===== src/hdl/pcsc_pkg.sv =====
// Package: shared types, conversion codes and coefficient helpers for the colour converter
`timescale 1ns / 1ps
package pcsc_pkg;

  localparam int COEF_FRAC_BITS_DEF = 12;
  localparam int SAMP_W             = 18;
  localparam longint MICRO          = 1000000;
  localparam longint HALF_MICRO     = 500000;

  localparam logic [6:0] CC_BGR2BGRA  = 7'd0;
  localparam logic [6:0] CC_BGRA2BGR  = 7'd1;
  localparam logic [6:0] CC_BGR2RGBA  = 7'd2;
  localparam logic [6:0] CC_RGBA2BGR  = 7'd3;
  localparam logic [6:0] CC_BGR2RGB   = 7'd4;
  localparam logic [6:0] CC_BGRA2RGBA = 7'd5;
  localparam logic [6:0] CC_BGR2GRAY  = 7'd6;
  localparam logic [6:0] CC_RGB2GRAY  = 7'd7;
  localparam logic [6:0] CC_GRAY2BGR  = 7'd8;
  localparam logic [6:0] CC_GRAY2BGRA = 7'd9;
  localparam logic [6:0] CC_BGRA2GRAY = 7'd10;
  localparam logic [6:0] CC_RGBA2GRAY = 7'd11;
  localparam logic [6:0] CC_BGR2XYZ   = 7'd32;
  localparam logic [6:0] CC_RGB2XYZ   = 7'd33;
  localparam logic [6:0] CC_XYZ2BGR   = 7'd34;
  localparam logic [6:0] CC_XYZ2RGB   = 7'd35;
  localparam logic [6:0] CC_BGR2YCRCB = 7'd36;
  localparam logic [6:0] CC_RGB2YCRCB = 7'd37;
  localparam logic [6:0] CC_YCRCB2BGR = 7'd38;
  localparam logic [6:0] CC_YCRCB2RGB = 7'd39;
  localparam logic [6:0] CC_BGR2YUV   = 7'd82;
  localparam logic [6:0] CC_RGB2YUV   = 7'd83;
  localparam logic [6:0] CC_YUV2BGR   = 7'd84;
  localparam logic [6:0] CC_YUV2RGB   = 7'd85;

  localparam logic [1:0] REG_CODE  = 2'd0;
  localparam logic [1:0] REG_S16   = 2'd1;
  localparam logic [1:0] REG_IALPH = 2'd2;
  localparam logic [1:0] REG_OALPH = 2'd3;

  typedef struct packed {
    logic [15:0] in_c0;
    logic [15:0] in_c1;
    logic [15:0] in_c2;
    logic [15:0] in_c3;
  } pcsc_in_t;

  typedef struct packed {
    logic [15:0] out_c0;
    logic [15:0] out_c1;
    logic [15:0] out_c2;
    logic [15:0] out_c3;
    logic [2:0]  out_channels;
    logic        bad_code;
  } pcsc_out_t;

  typedef struct packed {
    logic [6:0] code;
    logic       s16;
    logic       in_alpha;
    logic       out_alpha;
  } pcsc_cfg_t;

  typedef struct packed {
    logic [2:0]  row_en;
    logic [2:0]  chroma;
    logic [2:0]  nch;
    logic        bad;
    logic        alpha_en;
    logic [15:0] alpha;
    logic        s16;
  } pcsc_ctl_t;

  // round to nearest, ties away from zero
  function automatic longint fxc(input longint micro, input int f);
    longint scale;
    scale = longint'(1) << f;
    if (micro >= 0) return (micro * scale + HALF_MICRO) / MICRO;
    return -((-micro * scale + HALF_MICRO) / MICRO);
  endfunction

endpackage


===== src/hdl/pcsc_scale.sv =====
// Output stages: row scaling, chroma offset, clamp and result assembly
`timescale 1ns / 1ps
module pcsc_scale import pcsc_pkg::*; #(
  parameter int COEF_FRAC_BITS = COEF_FRAC_BITS_DEF,
  localparam int CW = COEF_FRAC_BITS + 4,
  localparam int AW = COEF_FRAC_BITS + 20
) (
  input  logic               clk,
  input  logic               rst_n,
  input  logic               in_valid,
  output logic               in_stall,
  input  logic [2:0][AW-1:0] in_sum,
  input  logic [2:0][CW-1:0] in_k,
  input  pcsc_ctl_t          in_ctl,
  output logic               out_valid,
  input  logic               out_stall,
  output pcsc_out_t          out_data
);

  localparam int F  = COEF_FRAC_BITS;
  localparam int MW = AW + CW;
  localparam int BW = MW + 1;
  localparam int VW = BW - 2 * F;

  logic               en4, en5, v4_r, v5_r;
  logic [2:0][MW-1:0] m_r;
  pcsc_ctl_t          ctl4_r;
  logic [2:0][15:0]   ch;
  logic [BW-1:0]      b;
  logic [VW-1:0]      v;
  logic [15:0]        maxv;
  pcsc_out_t          res_r, res_nxt;

  assign en5 = !v5_r || !out_stall;
  assign en4 = !v4_r || en5;
  assign in_stall = !en4;

  always_comb begin
    maxv = ctl4_r.s16 ? 16'hFFFF : 16'h00FF;
    for (int j = 0; j < 3; j++) begin
      b = BW'($signed(m_r[j])) +
          (ctl4_r.chroma[j] ? (BW'(ctl4_r.s16 ? 32768 : 128) << (2 * F)) : BW'(0));
      v = b[BW-1:2*F];
      if (b[BW-1] || b == '0 || !ctl4_r.row_en[j]) ch[j] = '0;
      else if (v > VW'(maxv)) ch[j] = ctl4_r.row_en[j] ? maxv : 16'd0;
      else ch[j] = v[15:0];
    end
    res_nxt.out_c0       = ch[0];
    res_nxt.out_c1       = ch[1];
    res_nxt.out_c2       = ch[2];
    res_nxt.out_c3       = ctl4_r.alpha_en ? ctl4_r.alpha : 16'd0;
    res_nxt.out_channels = ctl4_r.nch;
    res_nxt.bad_code     = ctl4_r.bad;
  end

  always_ff @(posedge clk) begin
    if (!rst_n) begin
      v4_r <= 1'b0;
      v5_r <= 1'b0;
    end else begin
      if (en4) v4_r <= in_valid;
      if (en5) v5_r <= v4_r;
    end
  end

  always_ff @(posedge clk) begin
    if (en4) begin
      for (int j = 0; j < 3; j++) m_r[j] <= MW'($signed(in_sum[j]) * $signed(in_k[j]));
      ctl4_r <= in_ctl;
    end
    if (en5) res_r <= res_nxt;
  end

  assign out_valid = v5_r;
  assign out_data  = res_r;

endmodule


===== config.mk =====
export PLATFORM = sky130hd
export DESIGN_NAME = pcsc_scale
export DESIGN_NICKNAME = d
export VERILOG_FILES = /design/src/hdl/pcsc_pkg.sv /design/src/hdl/pcsc_scale.sv
export SDC_FILE = /design/constraint.sdc
export NUM_CORES = 2
export LEC_CHECK = 0
export BUFFER_PORTS_ARGS = -buffer_cell sky130_fd_sc_hd__buf_4
export CORE_UTILIZATION = 36
export CTS_BUF_LIST = sky130_fd_sc_hd__clkbuf_16
export CTS_CLUSTER_SIZE = 10
export DETAILED_ROUTE_END_ITERATION = 6
export GPL_ROUTABILITY_DRIVEN = 0
export PLACE_DENSITY = 0.56
export SLEW_MARGIN = 20
export SYNTH_ARGS = -nofsm -noshare
export SYNTH_HDL_FRONTEND = slang
export SYNTH_SLANG_ARGS = --single-unit
export TNS_END_PERCENT = 1

===== constraint.sdc =====
create_clock -name clk -period 12.1 [get_ports clk]
set_input_delay 3.63 -clock clk [delete_from_list [all_inputs] [get_ports clk]]
set_output_delay 3.63 -clock clk [all_outputs]
set_load 0.05 [all_outputs]

# Word level (Yosys, flattened, before mapping)
# Cells that the tools add are included.
# W data, S select, Z words.
dict set report op_classes {
  add_sub_neg 3
  mul 3
  div_mod_pow 0
  order_cmp 3
  n_eq_ne 0
  shifts 0
  mux 11
  bitwise 0
  reduce_logical 18
}
# operator count
set ops {}
lappend ops {{$logic_not A49 Y1} 3}
lappend ops {{$mul A32 B16 Y48} 3}
lappend ops {{$mux W16} 8}
lappend ops {{$add A48 B49 Y49} 2}
lappend ops {{$mux W49} 2}
lappend ops {{$gt A25 B16 Y1} 3}
lappend ops {{$add A48 B41 Y49} 1}
lappend ops {{$mux W40} 1}
lappend ops {{$logic_or A1 B1 Y1} 8}
lappend ops {{$logic_not A1 Y1} 7}
dict set report word_totals {
  register_bits 242
  latchBits 0
  ramBits 0
  mem_bits_ro 0
  input_bits 176
  output_inout_bits 70
  word_cells 56
  mem_count 0
}

# Logic depth before layout (Yosys ltp)
dict set report depth {
  ltp_word 6
  depth_mapped 26
  ltp_nobuf 25
}

# Worst setup path after synthesis
# Ideal clock, no wire load.
dict set report synth_timing {
  path_kind {input-to-output}
  from {input port out_stall}
  to {output port in_stall}
  arrival_time_ps 9739
  required_ps 8470
  path_slack_ps -1269
  stages 2
  path_buffers 0
  path_cell_list {nand3_1 -> inv_1}
}
dict set report synth_between {
  elab_chain_len 4
}
# item line_no
set synth_lines {}
lappend synth_lines {{start, declared} pcsc_scale.sv:16} ;# input logic out_stall,
lappend synth_lines {{$logic_not A1 Y1} pcsc_scale.sv:34} ;# assign en5 = !v5_r || !out_stall;
lappend synth_lines {{$logic_or A1 B1 Y1} pcsc_scale.sv:34}
lappend synth_lines {{$logic_or A1 B1 Y1} pcsc_scale.sv:35} ;# assign en4 = !v4_r || en5;
lappend synth_lines {{$logic_not A1 Y1} pcsc_scale.sv:36} ;# assign in_stall = !en4;
lappend synth_lines {{end, declared} pcsc_scale.sv:11} ;# output logic in_stall,
# Every way passes these cells.

# Worst setup path in the final report
dict set report layout_timing {
  from {input port in_k[31] (netlist name)}
  to {register m_r[91] (netlist name) (data pin)}
}
dict set report layout_between {
  elab_chain_len 1
}
# item line_no
set layout_lines {}
lappend layout_lines {{start, declared} pcsc_scale.sv:13} ;# input logic [2:0][CW-1:0] in_k,
lappend layout_lines {{$mul A32 B16 Y48} pcsc_scale.sv:68} ;# for (int j = 0; j < 3; j++) m_r[j] <= MW'($signed(in_sum[j]) * $signed(in_k[j]));
lappend layout_lines {{end, declared} pcsc_scale.sv:26} ;# logic [2:0][MW-1:0] m_r;
# Every way passes these cells.
# A chain may end at the register's enable or synchronous reset.

==> results_dict.tcl <==
set metrics [dict create \
    outcome "completed" \
    hold_viol_final 0 \
    cts_tree "yes" \
    synth_top_area_share_pct 46.3 \
    vias_per_cell 4.89 \
    tns_ps 0 \
    r2r_slack_ps 7650 \
    antenna_found_initial 8 \
    core_sq_um 174000 \
    h-tree-depth 2 \
    final_cell_count_no_fill 9072 \
    synthMuxAreaShare_pct 0.161 \
    dp_hpwl_um 135000 \
    wl_um 167000 \
    rsz0062_at_grt "no" \
    cp_data_arrival_time_ps 10330 \
    first_iter_violations 2434 \
    layout-drive-gt1-share_pct 4.98 \
    dp_cells 9011 \
    ios 246 \
    crit_cells 22 \
    hold_path.class "reg -> reg" \
    worst_ep_required_time_ps 12420 \
    relSlewSlack_pct 37.6 \
    initial_utilization_pct 36.3 \
    hold_depth 0 \
    firstDrtPassIters 6 \
    maxCapViolations 0 \
    cp_cell_sequence "buf_4, inv_1, nor2_1, fa_1, fa_1, fa_1, fa_1, fa_1, inv_1, fa_1, inv_1, ha_1, a21oi_1, o211ai_1, or3_1, o21ai_1, nor3_1, a31oi_1, o21ai_0, a21oi_1, a31oi_1, xor2_1" \
    fmax_mhz 99.8 \
    cts_buffers 34 \
    slowest_delay_ps 530 \
    fin_nets 8731 \
    period_needed_ps 10020 \
    multiInputGateArea_sq_um 48600 \
    grt-ovfl-total 0 \
    ys_seq_area_share_pct 11.5 \
    whs_endpoint "out_data[3]" \
    cts-root-buf "clkbuf_16" \
    ctsResizeCount 0 \
    synth_compound_area_share_pct 5.35 \
    grt_max_degree 62 \
    post_dp_cell_area_sq_um 66900 \
    critPathBufInv 4 \
    cts_buffer_depth 3 \
    syn_to_final_growth_pct 7.84 \
    fillers 17600 \
    grt_first_pass_wirelength_um 270000 \
    vias 44400 \
    dieArea_sq_um 177000 \
    ys.flop_type "edfxtp_1" \
    synth_area_leaders "fa_1 46%, edfxtp_1 11%, inv_1 9.9%" \
    critPathTopFamily "adder cells" \
    worst-path-max-fanout 12 \
    die_w_um 420 \
    holdCritStartpoint "ctl4_r[21]" \
    fin_area_sq_um 68000 \
    synth_area_sq_um 63100 \
    netlist_top_cells_count "1656 x inv_1, 1458 x fa_1, 897 x nand2_1" \
    io_buffers 245 \
    cts_setup_buffers 0 \
    synth_edf_count 240 \
    synth-seq-cells 242 \
    yosys.area.top_type "fa_1" \
    holdBufCountCts 0 \
    std_cell_rows 153 \
    setup_viol 0 \
    slew_violations 0 \
    cp_common_cell "fa_1" \
    ff_latch_area_sq_um 7250 \
    reg2reg_to "out_data[51]" \
    end_kind "register" \
    syn_inst 6688 \
    ff2ff_path_depth 15 \
    slowest_stage "fa_1" \
    fin_crit_sh_pct 82.8 \
    drc 0 \
    routedWlPerCell_um 18.4 \
    yosys.area_share.simple_pct 15.4 \
    first_global_vias 48500 \
    synth.most_common_cell "inv_1" \
    worst_pin_slew_ps 936 \
    clock-sinks 242 \
    syn-num-nets 8697 \
    synth_top_family_by_area "adder cells" \
    syn_area_per_cell_sq_um 9.43 \
    start_kind "primary input" \
    async_flop_share_pct 0 \
    clk-insertion-delay-late_ps 580 \
    yosysWarnings 0 \
    synth-adder-area-share_pct 53.7 \
    gr-usage-all-layers_pct 19.6 \
    reg2reg_from "ctl4_r[0]" \
    ant_nets 0 \
    synth_xor_area_share_pct 2.40 \
    synthDistinctLibCells 80 \
    path_clk_slew_ps 50 \
    dieHeight_um 420 \
    finalClockSkew_ps 36.0 \
    path_class "in -> reg" \
]
per-stage QoR:
stage	setup slack, ps	util [%]	hold WS (ps)
finish	2080	39.1	409
global route	1730	39.1	416
CTS	2140	39.1	412
detailed placement	1570	38.5	405
global placement	1590	38.5	401
floorplan	1110	-	400
worst max-delay path by stage:
stage | start | endpoint | slack, ps
after floorplan | out_stall | in_stall | 1110
after global placement | in_k[39] | m_r[140] | 1590
after detailed placement | in_k[39] | m_r[140] | 1570
after CTS | in_k[39] | m_r[140] | 2140
after global routing | in_k[39] | m_r[140] | 1730
final | in_k[31] | m_r[91] | 2080
cell families (layout without fill, tap and decap cells):
| family | Yosys count | in the layout |
|---|---|---|
| AOI/OAI and AO/OA | 512 | 512 |
| xor gates and xnor gates | 173 | 173 |
| adders and majority gates | 1833 | 1833 |
| buffers and inverters | 1916 | 1970 |
| DFF | 242 | 242 |
| muxes | 10 | 10 |
| other | 0 | 5 |
| and+or+nand+nor | 2002 | 2002 |
final cells by class:
| type | instances | area share (%) |
|---|---|---|
| Multi-Input combinational cell | 4530 | 71.5 |
| Tap cell | 2325 | 4.28 |
| Timing Repair Buffer | 256 | 2.83 |
| Inverter | 1658 | 9.15 |
| Clock buffer | 35 | 1.29 |
| Antenna cell | 5 | 0.0184 |
| Sequential cell | 242 | 10.7 |
| Clock inverter | 21 | 0.261 |
registers in the layout, indices dropped and copies added, names as in the netlist:
signal / count
m_r: 144
v4_r: 1
ctl4_r: 28
out_valid: 1
out_data: 68
layer usage:
layer	vias up	track usage, %	wire length, um
met2	1132	33.9	82600
met5	-	0	0
met3	233	1.77	7310
met4	0	8.41	7980
li1	19800	-	-
met1	23200	25.0	69500
worst reg2reg max path: cells and delay by family, from the launching register on:
family / cells / cell delay [ps]
DFF: 1 / 360
and+or+nand+nor: 6 / 1790
xor gates and xnor gates: 1 / 130
buffers and inverters: 2 / 330
adders and majority gates: 3 / 650
AOI/OAI and AO/OA: 3 / 940
placed cells by master, fill, tap and decap left out, types with 7 or more instances in the layout:
| master | Yosys | routed |
|---|---|---|
| and3_1 | 25 | 25 |
| inv_1 | 1656 | 1664 |
| nor4_1 | 28 | 28 |
| o21a_1 | 41 | 41 |
| ha_1 | 375 | 375 |
| o21bai_1 | 22 | 22 |
| o211ai_1 | 10 | 10 |
| nor3_1 | 31 | 31 |
| nand2b_1 | 42 | 42 |
| clkbuf_16 | 0 | 35 |
| mux2i_1 | 9 | 9 |
| nor2b_1 | 20 | 20 |
| a21oi_1 | 153 | 153 |
| nand4_1 | 26 | 26 |
| buf_4 | 0 | 256 |
| a211oi_1 | 13 | 13 |
| fa_1 | 1458 | 1458 |
| and2_1 | 649 | 649 |
| nand2_1 | 897 | 896 |
| or3_1 | 7 | 7 |
| xor2_1 | 52 | 52 |
| a21o_1 | 83 | 83 |
| nand3_1 | 62 | 61 |
| a31oi_1 | 15 | 15 |
| o31ai_1 | 10 | 10 |
| xnor2_1 | 121 | 121 |
| edfxtp_1 | 240 | 240 |
| nor2_1 | 188 | 188 |
| o21ai_0 | 93 | 93 |
Power is not shown: default switching activity piles up to over one toggle a cycle in this logic, so the estimate is an artifact.
