## config.mk

```make
export PLATFORM = sky130hd
export DESIGN_NAME = pcsc_decode
export DESIGN_NICKNAME = d
export VERILOG_FILES = /design/src/hdl/pcsc_pkg.sv /design/src/hdl/pcsc_decode.sv
export SDC_FILE = /design/constraint.sdc
export NUM_CORES = 1
export LEC_CHECK = 0
export BUFFER_PORTS_ARGS = -buffer_cell sky130_fd_sc_hd__buf_2
export CORE_ASPECT_RATIO = 1.25
export CORE_MARGIN = 1
export CORE_UTILIZATION = 41
export CTS_CLUSTER_SIZE = 40
export DETAILED_ROUTE_END_ITERATION = 6
export PLACE_DENSITY = 0.81
export SETUP_SLACK_MARGIN = 0.3
export SLEW_MARGIN = 10
export SYNTH_ARGS = -nofsm -noshare
export SYNTH_HDL_FRONTEND = slang
export SYNTH_SLANG_ARGS = --single-unit
```

## constraint.sdc

```tcl
create_clock -name clk -period 5.58 [get_ports clk]
set_clock_uncertainty 0.2 [all_clocks]
set_input_delay 0.558 -clock clk [delete_from_list [all_inputs] [get_ports clk]]
set_output_delay 0.558 -clock clk [all_outputs]
set_load 0.1 [all_outputs]
```

## src/hdl/pcsc_pkg.sv

```systemverilog
// Package: shared types, conversion codes and coefficient helpers for the colour converter
`timescale 1ns / 1ps
package pcsc_pkg;

  localparam int COEF_FRAC_BITS_DEF = 12;
  localparam int SAMP_W             = 18;
  localparam longint MICRO          = 1000000;
  localparam longint HALF_MICRO     = 500000;

  localparam logic [6:0] CC_BGR2BGRA  = 7'd0;
  localparam logic [6:0] CC_BGRA2BGR  = 7'd1;
  localparam logic [6:0] CC_BGR2RGBA  = 7'd2;
  localparam logic [6:0] CC_RGBA2BGR  = 7'd3;
  localparam logic [6:0] CC_BGR2RGB   = 7'd4;
  localparam logic [6:0] CC_BGRA2RGBA = 7'd5;
  localparam logic [6:0] CC_BGR2GRAY  = 7'd6;
  localparam logic [6:0] CC_RGB2GRAY  = 7'd7;
  localparam logic [6:0] CC_GRAY2BGR  = 7'd8;
  localparam logic [6:0] CC_GRAY2BGRA = 7'd9;
  localparam logic [6:0] CC_BGRA2GRAY = 7'd10;
  localparam logic [6:0] CC_RGBA2GRAY = 7'd11;
  localparam logic [6:0] CC_BGR2XYZ   = 7'd32;
  localparam logic [6:0] CC_RGB2XYZ   = 7'd33;
  localparam logic [6:0] CC_XYZ2BGR   = 7'd34;
  localparam logic [6:0] CC_XYZ2RGB   = 7'd35;
  localparam logic [6:0] CC_BGR2YCRCB = 7'd36;
  localparam logic [6:0] CC_RGB2YCRCB = 7'd37;
  localparam logic [6:0] CC_YCRCB2BGR = 7'd38;
  localparam logic [6:0] CC_YCRCB2RGB = 7'd39;
  localparam logic [6:0] CC_BGR2YUV   = 7'd82;
  localparam logic [6:0] CC_RGB2YUV   = 7'd83;
  localparam logic [6:0] CC_YUV2BGR   = 7'd84;
  localparam logic [6:0] CC_YUV2RGB   = 7'd85;

  localparam logic [1:0] REG_CODE  = 2'd0;
  localparam logic [1:0] REG_S16   = 2'd1;
  localparam logic [1:0] REG_IALPH = 2'd2;
  localparam logic [1:0] REG_OALPH = 2'd3;

  typedef struct packed {
    logic [15:0] in_c0;
    logic [15:0] in_c1;
    logic [15:0] in_c2;
    logic [15:0] in_c3;
  } pcsc_in_t;

  typedef struct packed {
    logic [15:0] out_c0;
    logic [15:0] out_c1;
    logic [15:0] out_c2;
    logic [15:0] out_c3;
    logic [2:0]  out_channels;
    logic        bad_code;
  } pcsc_out_t;

  typedef struct packed {
    logic [6:0] code;
    logic       s16;
    logic       in_alpha;
    logic       out_alpha;
  } pcsc_cfg_t;

  typedef struct packed {
    logic [2:0]  row_en;
    logic [2:0]  chroma;
    logic [2:0]  nch;
    logic        bad;
    logic        alpha_en;
    logic [15:0] alpha;
    logic        s16;
  } pcsc_ctl_t;

  // round to nearest, ties away from zero
  function automatic longint fxc(input longint micro, input int f);
    longint scale;
    scale = longint'(1) << f;
    if (micro >= 0) return (micro * scale + HALF_MICRO) / MICRO;
    return -((-micro * scale + HALF_MICRO) / MICRO);
  endfunction

endpackage

```

## src/hdl/pcsc_decode.sv

```systemverilog
// Mode decode: sample masking, offset removal and coefficient selection (one stage)
`timescale 1ns / 1ps
module pcsc_decode import pcsc_pkg::*; #(
  parameter int COEF_FRAC_BITS = COEF_FRAC_BITS_DEF,
  localparam int CW = COEF_FRAC_BITS + 4
) (
  input  logic                     clk,
  input  logic                     rst_n,
  input  pcsc_cfg_t                cfg,
  input  logic                     in_valid,
  output logic                     in_stall,
  input  pcsc_in_t                 in_data,
  output logic                     dec_valid,
  input  logic                     dec_stall,
  output logic [2:0][SAMP_W-1:0]   dec_samp,
  output logic [8:0][CW-1:0]       dec_coef,
  output logic [2:0][CW-1:0]       dec_k,
  output pcsc_ctl_t                dec_ctl
);

  localparam int F = COEF_FRAC_BITS;
  localparam logic [CW-1:0] ONE  = CW'(longint'(1) << F);
  localparam logic [CW-1:0] KYB  = CW'(fxc(114000, F));
  localparam logic [CW-1:0] KYG  = CW'(fxc(587000, F));
  localparam logic [CW-1:0] KYR  = CW'(fxc(299000, F));
  localparam logic [CW-1:0] KCR  = CW'(fxc(713000, F));
  localparam logic [CW-1:0] KCB  = CW'(fxc(564000, F));
  localparam logic [CW-1:0] KV   = CW'(fxc(877000, F));
  localparam logic [CW-1:0] KU   = CW'(fxc(492000, F));
  localparam logic [CW-1:0] IC0  = CW'(fxc(1403000, F));
  localparam logic [CW-1:0] IC1  = CW'(fxc(-714000, F));
  localparam logic [CW-1:0] IC2  = CW'(fxc(-344000, F));
  localparam logic [CW-1:0] IC3  = CW'(fxc(1773000, F));
  localparam logic [CW-1:0] IU0  = CW'(fxc(1140000, F));
  localparam logic [CW-1:0] IU1  = CW'(fxc(-581000, F));
  localparam logic [CW-1:0] IU2  = CW'(fxc(-395000, F));
  localparam logic [CW-1:0] IU3  = CW'(fxc(2032000, F));
  localparam logic [8:0][CW-1:0] FXYZ = {
    CW'(fxc(950227, F)), CW'(fxc(119193, F)), CW'(fxc(19334, F)),
    CW'(fxc(72169, F)),  CW'(fxc(715160, F)), CW'(fxc(212671, F)),
    CW'(fxc(180423, F)), CW'(fxc(357580, F)), CW'(fxc(412453, F))};
  localparam logic [8:0][CW-1:0] IXYZ = {
    CW'(fxc(1057311, F)), CW'(fxc(-204043, F)), CW'(fxc(55648, F)),
    CW'(fxc(41556, F)),   CW'(fxc(1875991, F)), CW'(fxc(-969256, F)),
    CW'(fxc(-498535, F)), CW'(fxc(-1537150, F)), CW'(fxc(3240479, F))};

  logic                   en;
  logic                   v_r;
  logic [2:0][SAMP_W-1:0] samp_r, samp_nxt;
  logic [8:0][CW-1:0]     coef_r, coef_nxt;
  logic [2:0][CW-1:0]     k_r, k_nxt;
  pcsc_ctl_t              ctl_r, ctl_nxt;
  logic [15:0]            maxv, s0, s1, s2, s3;
  logic [SAMP_W-1:0]      delta;
  logic                   swp, rgb, yuv;
  logic [1:0]             ri, bi, r0, r2;

  assign en = !v_r || !dec_stall;
  assign in_stall = !en;

  always_comb begin
    maxv  = cfg.s16 ? 16'hFFFF : 16'h00FF;
    delta = cfg.s16 ? SAMP_W'(32768) : SAMP_W'(128);
    s0 = in_data.in_c0 & maxv;
    s1 = in_data.in_c1 & maxv;
    s2 = in_data.in_c2 & maxv;
    s3 = in_data.in_c3 & maxv;
    swp = cfg.code >= CC_BGR2RGBA;
    rgb = (cfg.code == CC_RGB2GRAY) || (cfg.code == CC_RGBA2GRAY) ||
          (cfg.code == CC_RGB2XYZ) || (cfg.code == CC_XYZ2RGB) ||
          (cfg.code == CC_RGB2YCRCB) || (cfg.code == CC_YCRCB2RGB) ||
          (cfg.code == CC_RGB2YUV) || (cfg.code == CC_YUV2RGB);
    yuv = cfg.code >= CC_BGR2YUV;
    ri  = rgb ? 2'd0 : 2'd2;
    bi  = rgb ? 2'd2 : 2'd0;
    r0  = rgb ? 2'd0 : 2'd2;
    r2  = rgb ? 2'd2 : 2'd0;
    samp_nxt = {SAMP_W'(s2), SAMP_W'(s1), SAMP_W'(s0)};
    coef_nxt = '0;
    k_nxt    = {ONE, ONE, ONE};
    ctl_nxt  = '{row_en: 3'b111, chroma: 3'b000, nch: 3'd3, bad: 1'b0,
                 alpha_en: 1'b0, alpha: maxv, s16: cfg.s16};
    unique case (cfg.code)
      CC_BGR2BGRA, CC_BGRA2BGR, CC_BGR2RGBA, CC_RGBA2BGR, CC_BGR2RGB,
      CC_BGRA2RGBA: begin
        coef_nxt[swp ? 2 : 0] = ONE;
        coef_nxt[4]           = ONE;
        coef_nxt[swp ? 6 : 8] = ONE;
        if (cfg.code == CC_BGR2BGRA || cfg.code == CC_BGR2RGBA ||
            cfg.code == CC_BGRA2RGBA) begin
          ctl_nxt.alpha_en = 1'b1;
          ctl_nxt.nch      = 3'd4;
          if (cfg.in_alpha) ctl_nxt.alpha = s3;
        end
      end
      CC_BGR2GRAY, CC_RGB2GRAY, CC_BGRA2GRAY, CC_RGBA2GRAY: begin
        coef_nxt[bi] = KYB;
        coef_nxt[1]  = KYG;
        coef_nxt[ri] = KYR;
        ctl_nxt.row_en = 3'b001;
        ctl_nxt.nch    = 3'd1;
      end
      CC_GRAY2BGR, CC_GRAY2BGRA: begin
        coef_nxt[0] = ONE;
        coef_nxt[3] = ONE;
        coef_nxt[6] = ONE;
        if (cfg.code == CC_GRAY2BGRA) begin
          ctl_nxt.alpha_en = 1'b1;
          ctl_nxt.nch      = 3'd4;
        end
      end
      CC_BGR2XYZ, CC_RGB2XYZ: begin
        for (int j = 0; j < 3; j++) begin
          coef_nxt[3*j + ri] = FXYZ[3*j];
          coef_nxt[3*j + 1]  = FXYZ[3*j + 1];
          coef_nxt[3*j + bi] = FXYZ[3*j + 2];
        end
      end
      CC_XYZ2BGR, CC_XYZ2RGB: begin
        for (int i = 0; i < 3; i++) begin
          coef_nxt[i]     = IXYZ[3*r0 + i];
          coef_nxt[3 + i] = IXYZ[3 + i];
          coef_nxt[6 + i] = IXYZ[3*r2 + i];
        end
        ctl_nxt.alpha_en = cfg.out_alpha;
        ctl_nxt.nch      = cfg.out_alpha ? 3'd4 : 3'd3;
      end
      CC_BGR2YCRCB, CC_RGB2YCRCB, CC_BGR2YUV, CC_RGB2YUV: begin
        coef_nxt[bi] = KYB;
        coef_nxt[1]  = KYG;
        coef_nxt[ri] = KYR;
        // chroma rows: (sample * one - luma) then scaled
        coef_nxt[yuv ? 3 + bi : 3 + ri] = yuv ? ONE - KYB : ONE - KYR;
        coef_nxt[yuv ? 3 + ri : 3 + bi] = yuv ? -KYR : -KYB;
        coef_nxt[4] = -KYG;
        coef_nxt[yuv ? 6 + ri : 6 + bi] = yuv ? ONE - KYR : ONE - KYB;
        coef_nxt[yuv ? 6 + bi : 6 + ri] = yuv ? -KYB : -KYR;
        coef_nxt[7] = -KYG;
        k_nxt[1] = yuv ? KU : KCR;
        k_nxt[2] = yuv ? KV : KCB;
        ctl_nxt.chroma = 3'b110;
      end
      CC_YCRCB2BGR, CC_YCRCB2RGB, CC_YUV2BGR, CC_YUV2RGB: begin
        samp_nxt[1] = SAMP_W'(yuv ? s2 : s1) - delta;
        samp_nxt[2] = SAMP_W'(yuv ? s1 : s2) - delta;
        coef_nxt[0] = ONE;
        coef_nxt[3] = ONE;
        coef_nxt[6] = ONE;
        coef_nxt[rgb ? 1 : 7] = yuv ? IU0 : IC0;
        coef_nxt[4]           = yuv ? IU1 : IC1;
        coef_nxt[5]           = yuv ? IU2 : IC2;
        coef_nxt[rgb ? 8 : 2] = yuv ? IU3 : IC3;
        ctl_nxt.alpha_en = cfg.out_alpha;
        ctl_nxt.nch      = cfg.out_alpha ? 3'd4 : 3'd3;
      end
      default: begin
        ctl_nxt.row_en = 3'b000;
        ctl_nxt.nch    = 3'd0;
        ctl_nxt.bad    = 1'b1;
      end
    endcase
  end

  always_ff @(posedge clk) begin
    if (!rst_n) begin
      v_r <= 1'b0;
    end else if (en) begin
      v_r <= in_valid;
    end
  end

  always_ff @(posedge clk) begin
    if (en) begin
      samp_r <= samp_nxt;
      coef_r <= coef_nxt;
      k_r    <= k_nxt;
      ctl_r  <= ctl_nxt;
    end
  end

  assign dec_valid = v_r;
  assign dec_samp  = samp_r;
  assign dec_coef  = coef_r;
  assign dec_k     = k_r;
  assign dec_ctl   = ctl_r;

endmodule

```

* Yosys cells after proc, flatten, opt, wreduce, memory -nomap -nowiden
Memory sizes are Yosys's and may differ from the RTL's. Cells that the tools add are included.
Word-level totals: flip-flop bits (word level) 256, bits in latches 0, memory bits (writable) 0, memory bits (read-only) 1536, input bits 78, output and inout bits 276, memories kept 6
Operators by class: add/sub/neg operators 10, multiply operators 2, div/mod/pow operators 0, magnitude comparators 40, equal/unequal tests 23, shifts and indexed selects 0, mux-type cells 86, bitwise operators 26, reductions and logical operators 41
Memory list:
- (no name shown) | depth 16, width 16, read ports 1, clocked after Yosys merged registers in 0, wr ports 0, line pcsc_decode.sv:123 | coef_nxt[6 + i] = IXYZ[3*r2 + i];
- (no name shown) | depth 16, width 16, read ports 1, clocked after Yosys merged registers in 0, wr ports 0, line pcsc_decode.sv:121 | coef_nxt[i] = IXYZ[3*r0 + i];
- (no name shown) | depth 16, width 16, read ports 1, clocked after Yosys merged registers in 0, wr ports 0, line pcsc_decode.sv:123
- (no name shown) | depth 16, width 16, read ports 1, clocked after Yosys merged registers in 0, wr ports 0, line pcsc_decode.sv:121
- (no name shown) | depth 16, width 16, read ports 1, clocked after Yosys merged registers in 0, wr ports 0, line pcsc_decode.sv:123
- (no name shown) | depth 16, width 16, read ports 1, clocked after Yosys merged registers in 0, wr ports 0, line pcsc_decode.sv:121
Operator list (number):
- demux 16 bit (select 4 bit) | 12
- bitwise mux 144 bit | 5
- one-hot mux 32 bit (6 select lines) | 3
- two-way mux 16 bit | 28
- one-hot mux 16 bit (7 select lines) | 3
- greater-or-equal comparator 32 x 1 -> 1 bit, second input constant | 6
- less-than comparator 32 x 5 -> 1 bit, second input constant | 6
- bitwise AND 81 bit | 2
- inverter 81 bit | 2
- bitwise AND 141 bit | 1
- demux 16 bit (select 2 bit) | 4
- bitwise AND 117 bit | 1
- inverter 117 bit | 1
- bitwise AND 38 x 99 -> 99 bit | 1
- bitwise AND 99 bit | 1
- inverter 44 -> 99 bit | 1
- inverter 99 bit | 1
- bitwise AND 35 x 90 -> 90 bit | 1
- inverter 40 -> 90 bit | 1
- two-way mux 11 bit | 6
- bitwise AND 16 bit | 4
- two-way mux 32 bit | 2
- OR 62 x 63 -> 63 bit | 1
- OR 63 bit | 1
- 49 further kinds | 134

* Depth between registers and ports, before layout
depth in word-level cells 20, mapped depth 16, mapped depth without buffers 11

* Worst setup path after synthesis
No wires, ideal clock.
kind register to register, start register v_r (netlist: dec_valid), end register v_r (netlist: dec_valid), library setup time 0.126 ns, arrival time 7.804 ns, required time 5.254 ns, slack -2.550 ns, cell stages (with the launch flop) 4, period minus slack after synthesis 8.130 ns, path through dfxtp_1 > nand2_1 > inv_1 > o21a_1
On the way: longest elaborated chain between the ends 2
RTL lines:
- start, declared | line pcsc_decode.sv:48 | logic v_r;
- start signal, assigned | line pcsc_decode.sv:168 | v_r <= in_valid;
- logical NOT 1 bit | line pcsc_decode.sv:58 | assign en = !v_r || !dec_stall;
- logical OR 1 bit | line pcsc_decode.sv:58
Every way passes these cells. A chain may end at the register's enable or synchronous reset.

==> run metrics <==
max-cap check violation count 0; highest-count cells in the layout ignoring fill and taps buf_2 (322), edfxtp_1 (198), nand2_1 (145), nor2_1 (48), o21ai_0 (43); Post-CTS Resized 0; Yosys cell types 74; Clock Sinks 199; synth top area cells edfxtp_1 (63%), buf_4 (6.2%), nand2_1 (5.8%); # rows between 60 and 70; ys async rst share 0%; RSZ-0062 raised after global routing no; f_max 256 MHz; Area growth, synth to finish 21.3%; Slew HR 22.2%; total track usage roughly 22%; outcome finished, violations left; IO Pins between 300 and 400; routability cong. around 0.84; maximum VDD drop approximately 0.22 mV; CTS tree built; Seq cells post-synth around 200; Mapped Cells 835; CTS root buffer clkbuf_16; Num CTS Buffers 17; synthesized area per cell 11.4 um2; crit path launch type input pin; Starting Density 42.2%; final WL approximately 26000 um; residual DRC count around 120; die width around 140 um; Synth Area in XOR/XNOR less than 1%; most common cell after layout, fill and taps aside buf_2; Total Nets Final between 1000 and 1500; Synth top area share between 60% and 70%; largest net degree at the start of global routing between 100 and 150; # setup viols final 0; final worst-path cycle share a little over two thirds; H-tree levels 4; total congestion overflow 0; antenna violations before repair 2; sequential element share of the synthesized area a little over three fifths; TNS Setup 0 ns; Crit Path Max Fanout 31; Pleak 5.70 nW; Synth Cell Area ~9500 um2; final hold violations 0; worst reg2reg path startpoint dec_valid; clock buffer depth 2; via count around 7400; Tightest Hold Check Type input pin to flip-flop; DRT antenna net count 0; reg2reg setup slack 3.20 ns; Top FF cell, synth edfxtp_1; combinational family with the most area after synthesis simple AND/OR/NAND/NOR gates; first-pass detailed-route iteration total 7; drt wl/cell around 19 um; PwrDens around 380 nW/um2; Slew Viols, Final 0; adder-cell share of the synthesized area 1.32%; hold-fix buffer count after cts 0; DR iter-0 viols 634; Worst Setup SP cfg[6]; Ys Warns 0; area leader, netlist edfxtp_1; Final min period 3.91 ns; Die Ht ~170 um; I/O Buffers around 320; drt via density approximately 5.3; kind of critical path input pin to flip-flop; Reg2Reg Depth 2; setup bufs post-CTS 0; vias in the first global route between 6000 and 7000; Compound-Gate Fraction of Synth Area roughly a tenth; failing checks DRC; multiplexer area fraction after synthesis less than 1%; fin util approximately half; r2r endpoint dec_samp[45]; final hold slack 0.0890 ns; clock slew at reported path FFs about 0.07 ns; clk_lat worst skew around 0.44 ns; EDFF count, synth between 150 and 200; simple-gate share of the synthesized area between 10 and 15%; first-pass GRT wire length 39200 um; share of cells above drive strength 1 34.8%; worst setup path end dec_samp[29]; Core ar. 22500 um2; final instance area roughly 12000 um2; CP required 5.60 ns; Area after DPL 10900 um2; Die ar. 23800 um2; Worst EP arrival around 3.9 ns; Worst Tran Pin Value approximately 1.2 ns; CP Capture Type flip-flop; DP Wirelength between 15000 and 20000 um
cells by family after synthesis:
family          after synthesis
buf+inv                     161
simple gates                304
mux                           5
fa+ha+maj                    10
other cells                   2
flops                       199
xor+xnor                      1
compound gates              153
metal layers:
metal  track usage [%]  vias to the layer above  wire [um]
met3              4.90                       47       1890
met2              39.5                      411      13900
li1                  -                     3416          -
met1              25.5                     3524       9890
met4              9.14                        0        666
met5                 0                        -          0
flip-flops by register name (all words and copies together) (netlist names):
| name | cells |
|---|---|
| dec_coef | 119 |
| dec_ctl | 25 |
| dec_k | 4 |
| dec_samp | 50 |
| dec_valid | 1 |
worst min path at each step:
| stage | start | to | slack, ns | cells after the start |
|---|---|---|---|---|
| CTS | in_data[54] | dec_samp[6] | 0.07 | 1 |
| finish | in_data[54] | dec_samp[6] | 0.09 | 1 |
| detailed placement | in_data[54] | dec_samp[6] | 0.54 | 1 |
| global placement | in_data[48] | dec_samp[0] | 0.53 | 1 |
| floorplan | cfg[2] | dec_ctl[0] | 0.46 | 0 |
| global route | in_data[50] | dec_samp[2] | 0.07 | 1 |
worst max-delay path, cell delays in order:
cell	delay [ns]
buf_2	0.23
or4_1	0.71
nand2_2	0.53
inv_2	0.35
mux2i_1	0.25
ha_1	0.30
ha_1	0.33
o211ai_1	0.20
o311ai_0	0.42
power breakdown:
| group | internal [W] | switching [W] | total (W) |
|---|---|---|---|
| logic | 0.000151 | 0.00114 | 0.00129 |
| clock network | 0.000748 | 0.000553 | 0.00130 |
| registers | 0.00175 | 0.0000315 | 0.00178 |
per-stage QoR:
| step | instances | power [W] | worst slack (ns) |
|---|---|---|---|
| floorplan | 865 | 0.00295 | 1.46 |
| global placement | 1355 | 0.00309 | 1.45 |
| detailed placement | 1355 | 0.00310 | 1.30 |
| CTS | 1385 | 0.00440 | 1.77 |
| global route | 1386 | 0.00449 | 1.47 |
| finish | 1387 | 0.00437 | 1.67 |
cell type report:
class | count | area, um2
Antenna cell | 2 | 5.00
Clock buffer | 19 | 433
Clock inverter | 11 | 173
Fill cell | 1995 | 11000
Inverter | 35 | 131
Multi-Input combinational cell | 505 | 2760
Sequential cell | 199 | 5970
Tap cell | 283 | 354
Timing Repair Buffer | 333 | 1690
cell usage after synthesis (3+ instances only):
master / count
nor3b_1: 3
o41ai_1: 4
nor2b_1: 5
edfxtp_1: 198
nor4_1: 3
nand2b_1: 4
nor2_1: 48
a31oi_1: 7
o21a_1: 8
clkbuf_1: 38
o22ai_1: 6
a211oi_1: 3
a21oi_1: 29
and2_1: 11
o211ai_1: 7
or2_2: 12
buf_4: 78
a211o_1: 3
nand2_1: 146
ha_1: 10
nand3_1: 28
o2111ai_1: 4
o31ai_1: 7
inv_1: 32
nor3_1: 12
buf_2: 7
o21ai_0: 43
and3_1: 3
mux2i_1: 5
nand4_1: 4
or3_1: 8
o311ai_0: 4
No activity file was read; power rests on OpenSTA's default activity.
